$ cat config.mk
export PLATFORM = sky130hd
export DESIGN_NAME = ultrasonic_ranger_averaged
export DESIGN_NICKNAME = d
export VERILOG_FILES = /design/src/rtl/core/urav_pkg.sv /design/src/rtl/core/urav_seq.sv /design/src/rtl/core/urav_dist.sv /design/src/rtl/core/urav_ofifo.sv /design/src/rtl/core/ultrasonic_ranger_averaged.sv
export SDC_FILE = /design/constraint.sdc
export NUM_CORES = 2
export LEC_CHECK = 0
export ABC_AREA = 1
export ABC_CLOCK_PERIOD_IN_PS = 7600
export BUFFER_PORTS_ARGS = -buffer_cell sky130_fd_sc_hd__buf_2
export CAP_MARGIN = 0
export CORE_AREA = 3 3 362 185
export DETAILED_ROUTE_END_ITERATION = 10
export DIE_AREA = 0 0 365 188
export PLACE_DENSITY = 0.76
export SYNTH_ARGS = -nofsm -noshare
export SYNTH_HDL_FRONTEND = slang
export SYNTH_SLANG_ARGS = --single-unit
$ cat constraint.sdc
create_clock -name clk -period 7.6 [get_ports clk]
set_input_delay 0.76 -clock clk [delete_from_list [all_inputs] [get_ports clk]]
set_output_delay 0.76 -clock clk [all_outputs]
set_load 0.05 [all_outputs]
$ cat src/rtl/core/urav_pkg.sv
`default_nettype none

package urav_pkg;

	localparam int WINDOW_DEF     = 8;
	localparam int COUNT_BITS_DEF = 24;

	// result queue ahead of the result port; the input credit check uses the same depth
	localparam int OFIFO_DEPTH = 8;
	localparam int OF_PTR_W    = $clog2(OFIFO_DEPTH);
	localparam int OF_CNT_W    = OF_PTR_W + 1;

	localparam int CFG_IDX_W  = 3;
	localparam int CFG_DATA_W = 24;

	localparam logic [CFG_IDX_W-1:0] REG_PRE_LOW   = 3'd0;
	localparam logic [CFG_IDX_W-1:0] REG_TRIG_HIGH = 3'd1;
	localparam logic [CFG_IDX_W-1:0] REG_TIMEOUT   = 3'd2;
	localparam logic [CFG_IDX_W-1:0] REG_SCALE     = 3'd3;
	localparam logic [CFG_IDX_W-1:0] REG_MIN_DIST  = 3'd4;

	localparam logic [7:0]  PRE_LOW_RST   = 8'd2;
	localparam logic [7:0]  TRIG_HIGH_RST = 8'd10;
	localparam logic [23:0] TIMEOUT_RST   = 24'd100000;
	localparam logic [15:0] SCALE_RST     = 16'd17984;
	localparam logic [15:0] MIN_DIST_RST  = 16'd64;

	typedef struct packed {
		logic start_req;
		logic echo_level;
	} sample_t;

	typedef struct packed {
		logic        trig_level;
		logic        busy_res;
		logic        done_res;
		logic        fail;
		logic [15:0] distance_avg;
	} result_t;

	typedef struct packed {
		logic [7:0]  pre_low_ticks;
		logic [7:0]  trig_high_ticks;
		logic [23:0] timeout_ticks;
		logic [15:0] distance_scale;
		logic [15:0] min_distance;
	} cfg_t;

	// per-beat control carried down the pipeline
	typedef struct packed {
		logic vld;
		logic trig;
		logic busy;
		logic done;
		logic fail;
		logic meas;
	} stage_flags_t;

endpackage

`default_nettype wire

$ cat src/rtl/core/urav_seq.sv
`default_nettype none

module urav_seq
	import urav_pkg::*;
#(
	parameter int COUNT_BITS = COUNT_BITS_DEF
) (
	input  wire logic                  clk,
	input  wire logic                  arst_n,
	input  wire cfg_t                  cfg,
	input  wire logic                  take,
	input  wire sample_t               smp,
	output stage_flags_t               flg_s2,
	output logic [COUNT_BITS-1:0]      width_s2
);

	localparam int CNT_W = COUNT_BITS;
	localparam logic [63:0] CNT_LIM64 = (64'd1 << COUNT_BITS) - 64'd1;

	typedef enum logic [4:0] {
		PH_IDLE = 5'b00001,
		PH_PRE  = 5'b00010,
		PH_HIGH = 5'b00100,
		PH_RISE = 5'b01000,
		PH_FALL = 5'b10000
	} phase_t;

	sample_t           smp_s1;
	logic              vld_s1;
	phase_t            phase_q, phase_d;
	logic [CNT_W-1:0]  count_q, count_d;
	logic [CNT_W-1:0]  width_q, width_d;
	logic [CNT_W-1:0]  tmo;
	stage_flags_t      flg_d;

	always_ff @(posedge clk or negedge arst_n) begin
		if (!arst_n) begin
			vld_s1 <= 1'b0;
		end else begin
			vld_s1 <= take;
		end
	end

	always_ff @(posedge clk) begin
		if (take) begin
			smp_s1 <= smp;
		end
	end

	// timeout above the counter range acts as the counter limit
	always_comb begin
		if (64'(cfg.timeout_ticks) > CNT_LIM64) begin
			tmo = '1;
		end else begin
			tmo = CNT_W'(cfg.timeout_ticks);
		end
	end

	always_comb begin
		phase_t           ph;
		logic [CNT_W-1:0] cnt;
		logic [CNT_W-1:0] w;
		logic [CNT_W-1:0] cinc;
		logic [CNT_W-1:0] winc;
		ph    = phase_q;
		cnt   = count_q;
		w     = width_q;
		flg_d = '0;
		flg_d.vld = vld_s1;
		if (ph == PH_IDLE && smp_s1.start_req) begin
			ph  = (cfg.pre_low_ticks != 8'd0) ? PH_PRE : PH_HIGH;
			cnt = '0;
			w   = '0;
		end
		cinc = (cnt != '1) ? cnt + CNT_W'(1) : cnt;
		winc = (w != '1) ? w + CNT_W'(1) : w;
		case (ph)
			PH_PRE: begin
				flg_d.busy = 1'b1;
				cnt = cinc;
				if (cinc >= CNT_W'(cfg.pre_low_ticks)) begin
					ph  = PH_HIGH;
					cnt = '0;
				end
			end
			PH_HIGH: begin
				flg_d.busy = 1'b1;
				flg_d.trig = 1'b1;
				cnt = cinc;
				// zero high time still gives one tick
				if (cinc >= CNT_W'(cfg.trig_high_ticks)) begin
					ph  = PH_RISE;
					cnt = '0;
				end
			end
			PH_RISE: begin
				if (smp_s1.echo_level) begin
					flg_d.busy = 1'b1;
					w   = CNT_W'(1);
					ph  = PH_FALL;
					cnt = '0;
				end else if (cinc >= tmo) begin
					flg_d.done = 1'b1;
					flg_d.fail = 1'b1;
					ph  = PH_IDLE;
					cnt = '0;
				end else begin
					flg_d.busy = 1'b1;
					cnt = cinc;
				end
			end
			PH_FALL: begin
				cnt = '0;
				if (smp_s1.echo_level) begin
					w = winc;
					if (winc >= tmo) begin
						flg_d.done = 1'b1;
						flg_d.fail = 1'b1;
						ph = PH_IDLE;
					end else begin
						flg_d.busy = 1'b1;
					end
				end else begin
					// falling edge: width goes on to the distance stages
					flg_d.done = 1'b1;
					flg_d.meas = 1'b1;
					ph = PH_IDLE;
				end
			end
			default: begin
				ph  = PH_IDLE;
				cnt = '0;
			end
		endcase
		phase_d = ph;
		count_d = cnt;
		width_d = w;
	end

	always_ff @(posedge clk or negedge arst_n) begin
		if (!arst_n) begin
			phase_q <= PH_IDLE;
			count_q <= '0;
			width_q <= '0;
			flg_s2  <= '0;
		end else begin
			flg_s2 <= flg_d;
			if (vld_s1) begin
				phase_q <= phase_d;
				count_q <= count_d;
				width_q <= width_d;
			end
		end
	end

	always_ff @(posedge clk) begin
		width_s2 <= width_d;
	end

endmodule

`default_nettype wire

$ cat src/rtl/core/urav_dist.sv
`default_nettype none

module urav_dist
	import urav_pkg::*;
#(
	parameter int WINDOW     = WINDOW_DEF,
	parameter int COUNT_BITS = COUNT_BITS_DEF
) (
	input  wire logic                  clk,
	input  wire logic                  arst_n,
	input  wire cfg_t                  cfg,
	input  wire stage_flags_t          flg_s2,
	input  wire logic [COUNT_BITS-1:0] width_s2,
	output logic                       res_vld,
	output result_t                    res
);

	localparam int CNT_W  = COUNT_BITS;
	localparam int PROD_W = CNT_W + 16;
	localparam int RND_W  = CNT_W + 17;
	localparam int IDX_W  = (WINDOW > 1) ? $clog2(WINDOW) : 1;
	localparam int DIV_L  = $clog2(WINDOW);
	localparam int SUM_W  = 16 + DIV_L;
	localparam int X_W    = SUM_W + 1;
	localparam int DIV_SHIFT = X_W + DIV_L;
	localparam int MP_W   = 2 * X_W + 1;
	// mean = (sum + WINDOW/2) / WINDOW by reciprocal, exact for X_W-bit dividends
	localparam logic [63:0] RECIP64 =
		((64'd1 << DIV_SHIFT) + 64'(WINDOW) - 64'd1) / 64'(WINDOW);
	localparam logic [X_W:0]   RECIP = RECIP64[X_W:0];
	localparam logic [X_W-1:0] HALF  = X_W'(WINDOW / 2);
	localparam logic [IDX_W-1:0] IDX_LAST = IDX_W'(WINDOW - 1);

	stage_flags_t      flg_s3, flg_s4, flg_c;
	logic [PROD_W-1:0] prod_s3;

	logic [15:0]       win_mem [WINDOW];
	logic [WINDOW-1:0] ent_vld_q;
	logic [15:0]       rd_q;
	logic [IDX_W-1:0]  oldest_q;
	logic [SUM_W-1:0]  sum_q;

	logic [RND_W-1:0]  rnd;
	logic [RND_W-1:0]  d_full;
	logic [15:0]       d16;
	logic [15:0]       old_val;
	logic              too_close;
	logic              push;
	logic [X_W-1:0]    mx;
	logic [MP_W-1:0]   mprod;

	// stage B: scale the width
	always_ff @(posedge clk or negedge arst_n) begin
		if (!arst_n) begin
			flg_s3 <= '0;
		end else begin
			flg_s3 <= flg_s2;
		end
	end

	always_ff @(posedge clk) begin
		prod_s3 <= PROD_W'(width_s2) * PROD_W'(cfg.distance_scale);
	end

	// stage C: round, saturate, qualify, update the window
	always_comb begin
		rnd    = RND_W'(prod_s3) + RND_W'(32768);
		d_full = rnd >> 16;
		if (d_full > RND_W'(65535)) begin
			d16 = 16'hFFFF;
		end else begin
			d16 = d_full[15:0];
		end
		too_close = (d16 <= cfg.min_distance);
		push      = flg_s3.vld && flg_s3.meas && !too_close;
		old_val   = ent_vld_q[oldest_q] ? rd_q : 16'd0;
		flg_c      = flg_s3;
		flg_c.fail = flg_s3.fail || (flg_s3.meas && too_close);
		flg_c.meas = push;
	end

	always_ff @(posedge clk) begin
		if (push) begin
			win_mem[oldest_q] <= d16;
		end
		// pushes are several beats apart, so the registered read of the oldest entry never lags a push
		rd_q <= win_mem[oldest_q];
	end

	always_ff @(posedge clk or negedge arst_n) begin
		if (!arst_n) begin
			flg_s4    <= '0;
			ent_vld_q <= '0;
			oldest_q  <= '0;
			sum_q     <= '0;
		end else begin
			flg_s4 <= flg_c;
			if (push) begin
				ent_vld_q[oldest_q] <= 1'b1;
				oldest_q <= (oldest_q == IDX_LAST) ? '0 : oldest_q + IDX_W'(1);
				sum_q    <= sum_q - SUM_W'(old_val) + SUM_W'(d16);
			end
		end
	end

	// stage D: rounded mean of the window
	always_comb begin
		mx    = X_W'(sum_q) + HALF;
		mprod = MP_W'(mx) * MP_W'(RECIP);
		res_vld          = flg_s4.vld;
		res.trig_level   = flg_s4.trig;
		res.busy_res     = flg_s4.busy;
		res.done_res     = flg_s4.done;
		res.fail         = flg_s4.fail;
		res.distance_avg = flg_s4.meas ? mprod[DIV_SHIFT +: 16] : 16'd0;
	end

endmodule

`default_nettype wire

$ cat src/rtl/core/urav_ofifo.sv
`default_nettype none

module urav_ofifo
	import urav_pkg::*;
(
	input  wire logic    clk,
	input  wire logic    arst_n,
	input  wire logic    push,
	input  wire result_t din,
	input  wire logic    pop,
	output result_t      dout,
	output logic         not_empty
);

	result_t             mem [OFIFO_DEPTH];
	logic [OF_PTR_W-1:0] wr_q;
	logic [OF_PTR_W-1:0] rd_q;
	logic [OF_CNT_W-1:0] cnt_q;

	always_ff @(posedge clk) begin
		if (push) begin
			mem[wr_q] <= din;
		end
	end

	always_ff @(posedge clk or negedge arst_n) begin
		if (!arst_n) begin
			wr_q  <= '0;
			rd_q  <= '0;
			cnt_q <= '0;
		end else begin
			if (push) begin
				wr_q <= wr_q + OF_PTR_W'(1);
			end
			if (pop) begin
				rd_q <= rd_q + OF_PTR_W'(1);
			end
			case ({push, pop})
				2'b10:   cnt_q <= cnt_q + OF_CNT_W'(1);
				2'b01:   cnt_q <= cnt_q - OF_CNT_W'(1);
				default: cnt_q <= cnt_q;
			endcase
		end
	end

	assign dout      = mem[rd_q];
	assign not_empty = (cnt_q != '0);

endmodule

`default_nettype wire

$ cat src/rtl/core/ultrasonic_ranger_averaged.sv
// Ultrasonic echo ranger with a moving-average filter.
// sample channel: one beat per tick of the pin sampler (start_req, echo_level).
// result channel: exactly one beat per sample beat, in order: trigger level,
//   busy, done, fail and the rounded window mean (nonzero only on a good done).
// cfg channel: cfg_index/cfg_data write one register (0 pre-low ticks, 1 trigger
//   high ticks, 2 echo timeout, 3 Q16 scale, 4 minimum distance); cfg_ready is
//   always high. Write only while no sample beat is outstanding.
// Pipeline: a sample beat passes the input register, sequencer, scale multiply and window
//   update registers, then the combinational mean multiply, into the result queue.
// Throughput: one sample per cycle, sustained. The input is held off only when
//   eight beats are taken and not yet delivered; an eight-entry result queue
//   absorbs result stalls, so sample_stall never follows result_stall directly.
// Reset: sequencer idle, counters and the averaging window cleared to zero,
//   registers back to their defaults, result queue empty.
`default_nettype none

module ultrasonic_ranger_averaged
	import urav_pkg::*;
#(
	parameter int WINDOW     = WINDOW_DEF,
	parameter int COUNT_BITS = COUNT_BITS_DEF
) (
	input  wire logic                  clk,
	input  wire logic                  arst_n,
	input  wire logic                  sample_valid,
	output logic                       sample_stall,
	input  wire sample_t               sample,
	output logic                       result_valid,
	input  wire logic                  result_stall,
	output result_t                    result,
	input  wire logic                  cfg_valid,
	output logic                       cfg_ready,
	input  wire logic [CFG_IDX_W-1:0]  cfg_index,
	input  wire logic [CFG_DATA_W-1:0] cfg_data
);

	cfg_t                  cfg_q;
	logic                  take;
	logic                  give;
	logic [OF_CNT_W-1:0]   pend_q;
	stage_flags_t          flg_s2;
	logic [COUNT_BITS-1:0] width_s2;
	logic                  res_vld;
	result_t               res;

	assign cfg_ready = 1'b1;

	always_ff @(posedge clk or negedge arst_n) begin
		if (!arst_n) begin
			cfg_q.pre_low_ticks   <= PRE_LOW_RST;
			cfg_q.trig_high_ticks <= TRIG_HIGH_RST;
			cfg_q.timeout_ticks   <= TIMEOUT_RST;
			cfg_q.distance_scale  <= SCALE_RST;
			cfg_q.min_distance    <= MIN_DIST_RST;
		end else if (cfg_valid && cfg_ready) begin
			case (cfg_index)
				REG_PRE_LOW:   cfg_q.pre_low_ticks   <= cfg_data[7:0];
				REG_TRIG_HIGH: cfg_q.trig_high_ticks <= cfg_data[7:0];
				REG_TIMEOUT:   cfg_q.timeout_ticks   <= cfg_data[23:0];
				REG_SCALE:     cfg_q.distance_scale  <= cfg_data[15:0];
				REG_MIN_DIST:  cfg_q.min_distance    <= cfg_data[15:0];
				default:       cfg_q <= cfg_q;
			endcase
		end
	end

	// beats in flight plus queued results never exceed the queue depth
	assign sample_stall = (pend_q >= OF_CNT_W'(OFIFO_DEPTH));
	assign take         = sample_valid && !sample_stall;
	assign give         = result_valid && !result_stall;

	always_ff @(posedge clk or negedge arst_n) begin
		if (!arst_n) begin
			pend_q <= '0;
		end else begin
			case ({take, give})
				2'b10:   pend_q <= pend_q + OF_CNT_W'(1);
				2'b01:   pend_q <= pend_q - OF_CNT_W'(1);
				default: pend_q <= pend_q;
			endcase
		end
	end

	urav_seq #(
		.COUNT_BITS(COUNT_BITS)
	) u_seq (
		.clk      (clk),
		.arst_n   (arst_n),
		.cfg      (cfg_q),
		.take     (take),
		.smp      (sample),
		.flg_s2   (flg_s2),
		.width_s2 (width_s2)
	);

	urav_dist #(
		.WINDOW     (WINDOW),
		.COUNT_BITS (COUNT_BITS)
	) u_dist (
		.clk      (clk),
		.arst_n   (arst_n),
		.cfg      (cfg_q),
		.flg_s2   (flg_s2),
		.width_s2 (width_s2),
		.res_vld  (res_vld),
		.res      (res)
	);

	urav_ofifo u_ofifo (
		.clk       (clk),
		.arst_n    (arst_n),
		.push      (res_vld),
		.din       (res),
		.pop       (give),
		.dout      (result),
		.not_empty (result_valid)
	);

endmodule

`default_nettype wire

==> key figures <==
Logic synthesis
  – Syn_area_per_cell: 8.86 sq um
  – Fraction of the yosys area taken by sequential cells: 0.384
  – Dominant cells by area after synthesis: sky130_fd_sc_hd__edfxtp_1, sky130_fd_sc_hd__fa_1, sky130_fd_sc_hd__dfrtp_1
  – Synth Net Count: 4914
  – Main combinational cell family by area after synthesis: adder cells
  – Synth unique cells: 63
  – Post-Syn Area: 38400 sq um
  – Compound-gate portion of the synthesized area: 0.0816
  – Multiplexer fraction of the synthesized cell area: 0
  – Count of warnings emitted by yosys: 0
  – Post-Synth XOR/XNOR Area: 0.0211
  – Syn Inst Count: 4334
  – Share of synthesized cell area in full adder, half adder and majority cells: 0.241
  – Simple logic cell fraction of the synthesized area: 0.174
  – Fraction of registers with async set or reset after synthesis: 0.346
  – Post-synthesis cell type with the largest combined area: sky130_fd_sc_hd__edfxtp_1
  – Top_reg_cell synth: sky130_fd_sc_hd__edfxtp_1
  – Fraction of synthesized cell area taken by the top area cell type: 0.227
  – Synthesis-stage register bit count: 543
  – Number of enable flip-flop cells after synthesis: 290

Clocking
  – Deepest clock path buffer count: 3
  – Post CTS Setup Buffer Count: 0
  – CTS tree: yes
  – Number of buffers inserted during clock tree synthesis: 48
  – Clock insertion delay at the later pin of the skew report: 610 ps
  – Clock Pin Slew Worst Setup and Hold Paths: 70 ps
  – Number of clock sinks seen by CTS: 543
  – Buffer cell driving the clock tree root: sky130_fd_sc_hd__clkbuf_16
  – Cts-stage hold buffer count: 0
  – Resize count post-CTS: 0
  – H-Tree Depth: 2

Run status
  – Outcome: finished clean

Route
  – Routed via count: 29700
  – Met2 routed WL: 39000 microns
  – Remaining antenna violation count: 0
  – Via count normalized by instance count: 5.70
  – Iteration count of the initial detailed-routing pass: 6
  – Total DRC errors in the routed layout: 0
  – Total Wirelength: 106000 microns
  – Uppermost signal routing layer after detailed routing: met4
  – Routed met1 length: 47800 microns
  – Per-cell routed wire length: 20.3 microns
  – Number of DRC markers in iteration 0: 3676
  – Routed wl met3: 16800 microns

Place
  – Placement Cell Area: 39500 sq um
  – Sum of net half-perimeters after detailed placement: 78200 microns
  – Final RePlAce weighted congestion: 1.04
  – Setup slack at placement: 1150 ps
  – Port Buffers: 55

Timing
  – Setup violation total in the final timing report: 0
  – Final max-slew violation count: 0
  – Post-route setup TNS: 0 ps
  – Share of the clock period used by the worst path: 0.872
  – Fmax: 0.151 GHz
  – Worst setup skew after layout: 18.5 ps
  – Final setup margin: 976 ps
  – Hold Worst Slack: 127 ps
  – Count of endpoints failing hold in the final timing report: 0
  – Relative max-transition margin: 0.102
  – Pin slew with the least headroom to its limit: 1340 ps
  – Unrepaired setup endpoints after global routing: no
  – Post-route minimum period: 6620 ps

Die
  – I/O pin count: 57
  – Number of rows created at floorplan: 66
  – Effective utilization at floorplan: 0.597
  – Die Span Y: 188 microns
  – Die outline area: 68600 sq um
  – Core area: 64300 sq um
  – Floorplan die width: 365 microns

Worst setup path
  – Maximum fanout along the worst path: 25
  – Endpoint arrival time on the critical path: 7120 ps
  – CP peak stage delay: 880 ps
  – Slowest cell on the critical path: sky130_fd_sc_hd__dfstp_2
  – Critical Path Start Type: flop
  – Kind of critical path: flop to flop
  – Cell mode on critical path: sky130_fd_sc_hd__nand2_1
  – CP Data Required Time: 8100 ps
  – Critical path endpoint category: flop

Power and ir drop
  – Reported leakage power: 20.5 nW
  – Power Dens Cells: 198 nW/um^2
  – Worst IR Drop VDD: 0.209 mV

Global routing
  – Wire length of the first global-routing pass: 165000 microns
  – Grt total ovfl: 0
  – Number of antenna violations at the first check in global routing: 3
  – Pin count of the biggest net entering global routing: 83
  – Vias in the first global route: 28600
  – Total routing usage reported by global routing: 0.314

Hold path
  – Worst Hold Class: input pin to asynchronous set/reset pin

Finish
  – Area delta synth->final: 7.50%
  – Final net count: 4895
  – Final design utilization: 0.642
  – Design area: 41300 sq um
  – Fill cell total of the finished layout: 5311
  – Fraction of final layout cells sized beyond drive strength 1: 0.0680

Flow run
  – Max cap viols: 0
report_power, final:
group,leakage (nW),switching [mW],internal (mW),total (mW)
Sequential,5.95,0.198,3.30,3.50
Clock,0.850,1.17,1.52,2.69
Combinational,13.7,1.46,0.507,1.97
Total,20.5,2.83,5.33,8.16
cells in the mapped netlist (57+ instances only):
library cell               instances
sky130_fd_sc_hd__a21oi_1         118
sky130_fd_sc_hd__clkbuf_1        161
sky130_fd_sc_hd__dfrtp_1         173
sky130_fd_sc_hd__dfxtp_1          65
sky130_fd_sc_hd__edfxtp_1        290
sky130_fd_sc_hd__fa_1            323
sky130_fd_sc_hd__ha_1            223
sky130_fd_sc_hd__inv_1           800
sky130_fd_sc_hd__nand2_1        1009
sky130_fd_sc_hd__nand3_1          78
sky130_fd_sc_hd__nand4_1          59
sky130_fd_sc_hd__nor2_1          343
sky130_fd_sc_hd__o21ai_0         259
sky130_fd_sc_hd__xor2_1           57
area by class of cell:
type                            count  area (sq um)  area share
Multi-Input combinational cell   2796         20000       0.483
Sequential cell                   543         14700       0.357
Inverter                          812          3050      0.0738
Clock buffer                       69          1450      0.0352
Tap cell                          850          1060      0.0258
Timing Repair Buffer              114           727      0.0176
Clock inverter                     21           302     0.00730
Antenna cell                        2          5.00    0.000121
final timing paths:
path	from	slack [ps]	cells past startpoint	endpoint
max	cfg_q[22]	980	29	u_dist.prod_s3[39]
min in group clk	sample[0]	330	1	u_seq.smp_s1[0]
max in group asynchronous	arst_n	6070	2	cfg_q[1]
max reg2reg	cfg_q[22]	980	29	u_dist.prod_s3[39]
min	arst_n	130	1	u_seq.count_q[19]
min reg2reg	u_seq.flg_s2[4]	350	0	u_dist.flg_c[4]
registers in the layout, indices dropped and copies added, names as in the netlist, 5 cells and up:
name,count
cfg_q,72
u_seq.flg_s2,6
u_dist.prod_s3,25
u_seq.width_q,24
u_seq.width_s2,24
u_seq.phase_q,5
u_dist.sum_q,19
u_dist.rd_q,16
u_seq.count_q,24
u_dist.win_mem,128
u_ofifo.mem,160
u_dist.ent_vld_q,8
critical path: cells and delay by family (launching register included):
kind	cells	cell delay [ps]
AND/OR/NAND/NOR	15	1500
flip-flops	1	880
adder cells (fa/ha/maj)	7	3390
AO/OA/AOI/OAI	1	210
buffers and inverters	6	510
per-layer routing:
layer	GRT usage	vias up
met1	0.490	14300
met3	0.150	154
li1	-	13600
met2	0.393	1632
met5	0	-
met4	0.0535	0
logic make-up (layout without fill, tap and decap cells):
logic type	count (synthesis)	after routing
buf+inv	995	1016
fa+ha+maj	546	546
flops	543	543
xor+xnor	90	90
other cells	1	3
simple gates	1607	1607
compound gates	552	552
cells in the final DEF (no fill, tap or decap), types with 28 or more instances in the layout:
cell type and instances:
sky130_fd_sc_hd__a21oi_1 118, sky130_fd_sc_hd__a31oi_1 36, sky130_fd_sc_hd__buf_2 54, sky130_fd_sc_hd__buf_4 59, sky130_fd_sc_hd__clkbuf_16 50, sky130_fd_sc_hd__dfrtp_1 172, sky130_fd_sc_hd__dfxtp_1 65, sky130_fd_sc_hd__edfxtp_1 290
sky130_fd_sc_hd__fa_1 323, sky130_fd_sc_hd__ha_1 223, sky130_fd_sc_hd__inv_1 800, sky130_fd_sc_hd__nand2_1 1009, sky130_fd_sc_hd__nand3_1 78, sky130_fd_sc_hd__nand4_1 59, sky130_fd_sc_hd__nor2_1 334, sky130_fd_sc_hd__nor3_1 28
sky130_fd_sc_hd__o21ai_0 258, sky130_fd_sc_hd__xnor2_1 30, sky130_fd_sc_hd__xor2_1 57
through the flow:
stage,power [mW],cells
5_1_grt,8.51,5207
3_3_place_gp,5.43,5115
3_5_place_dp,5.49,5115
6_report,8.16,5207
4_1_cts,8.16,5205
2_1_floorplan,4.93,4334
Note: power is estimated with default switching activity, not from simulation.
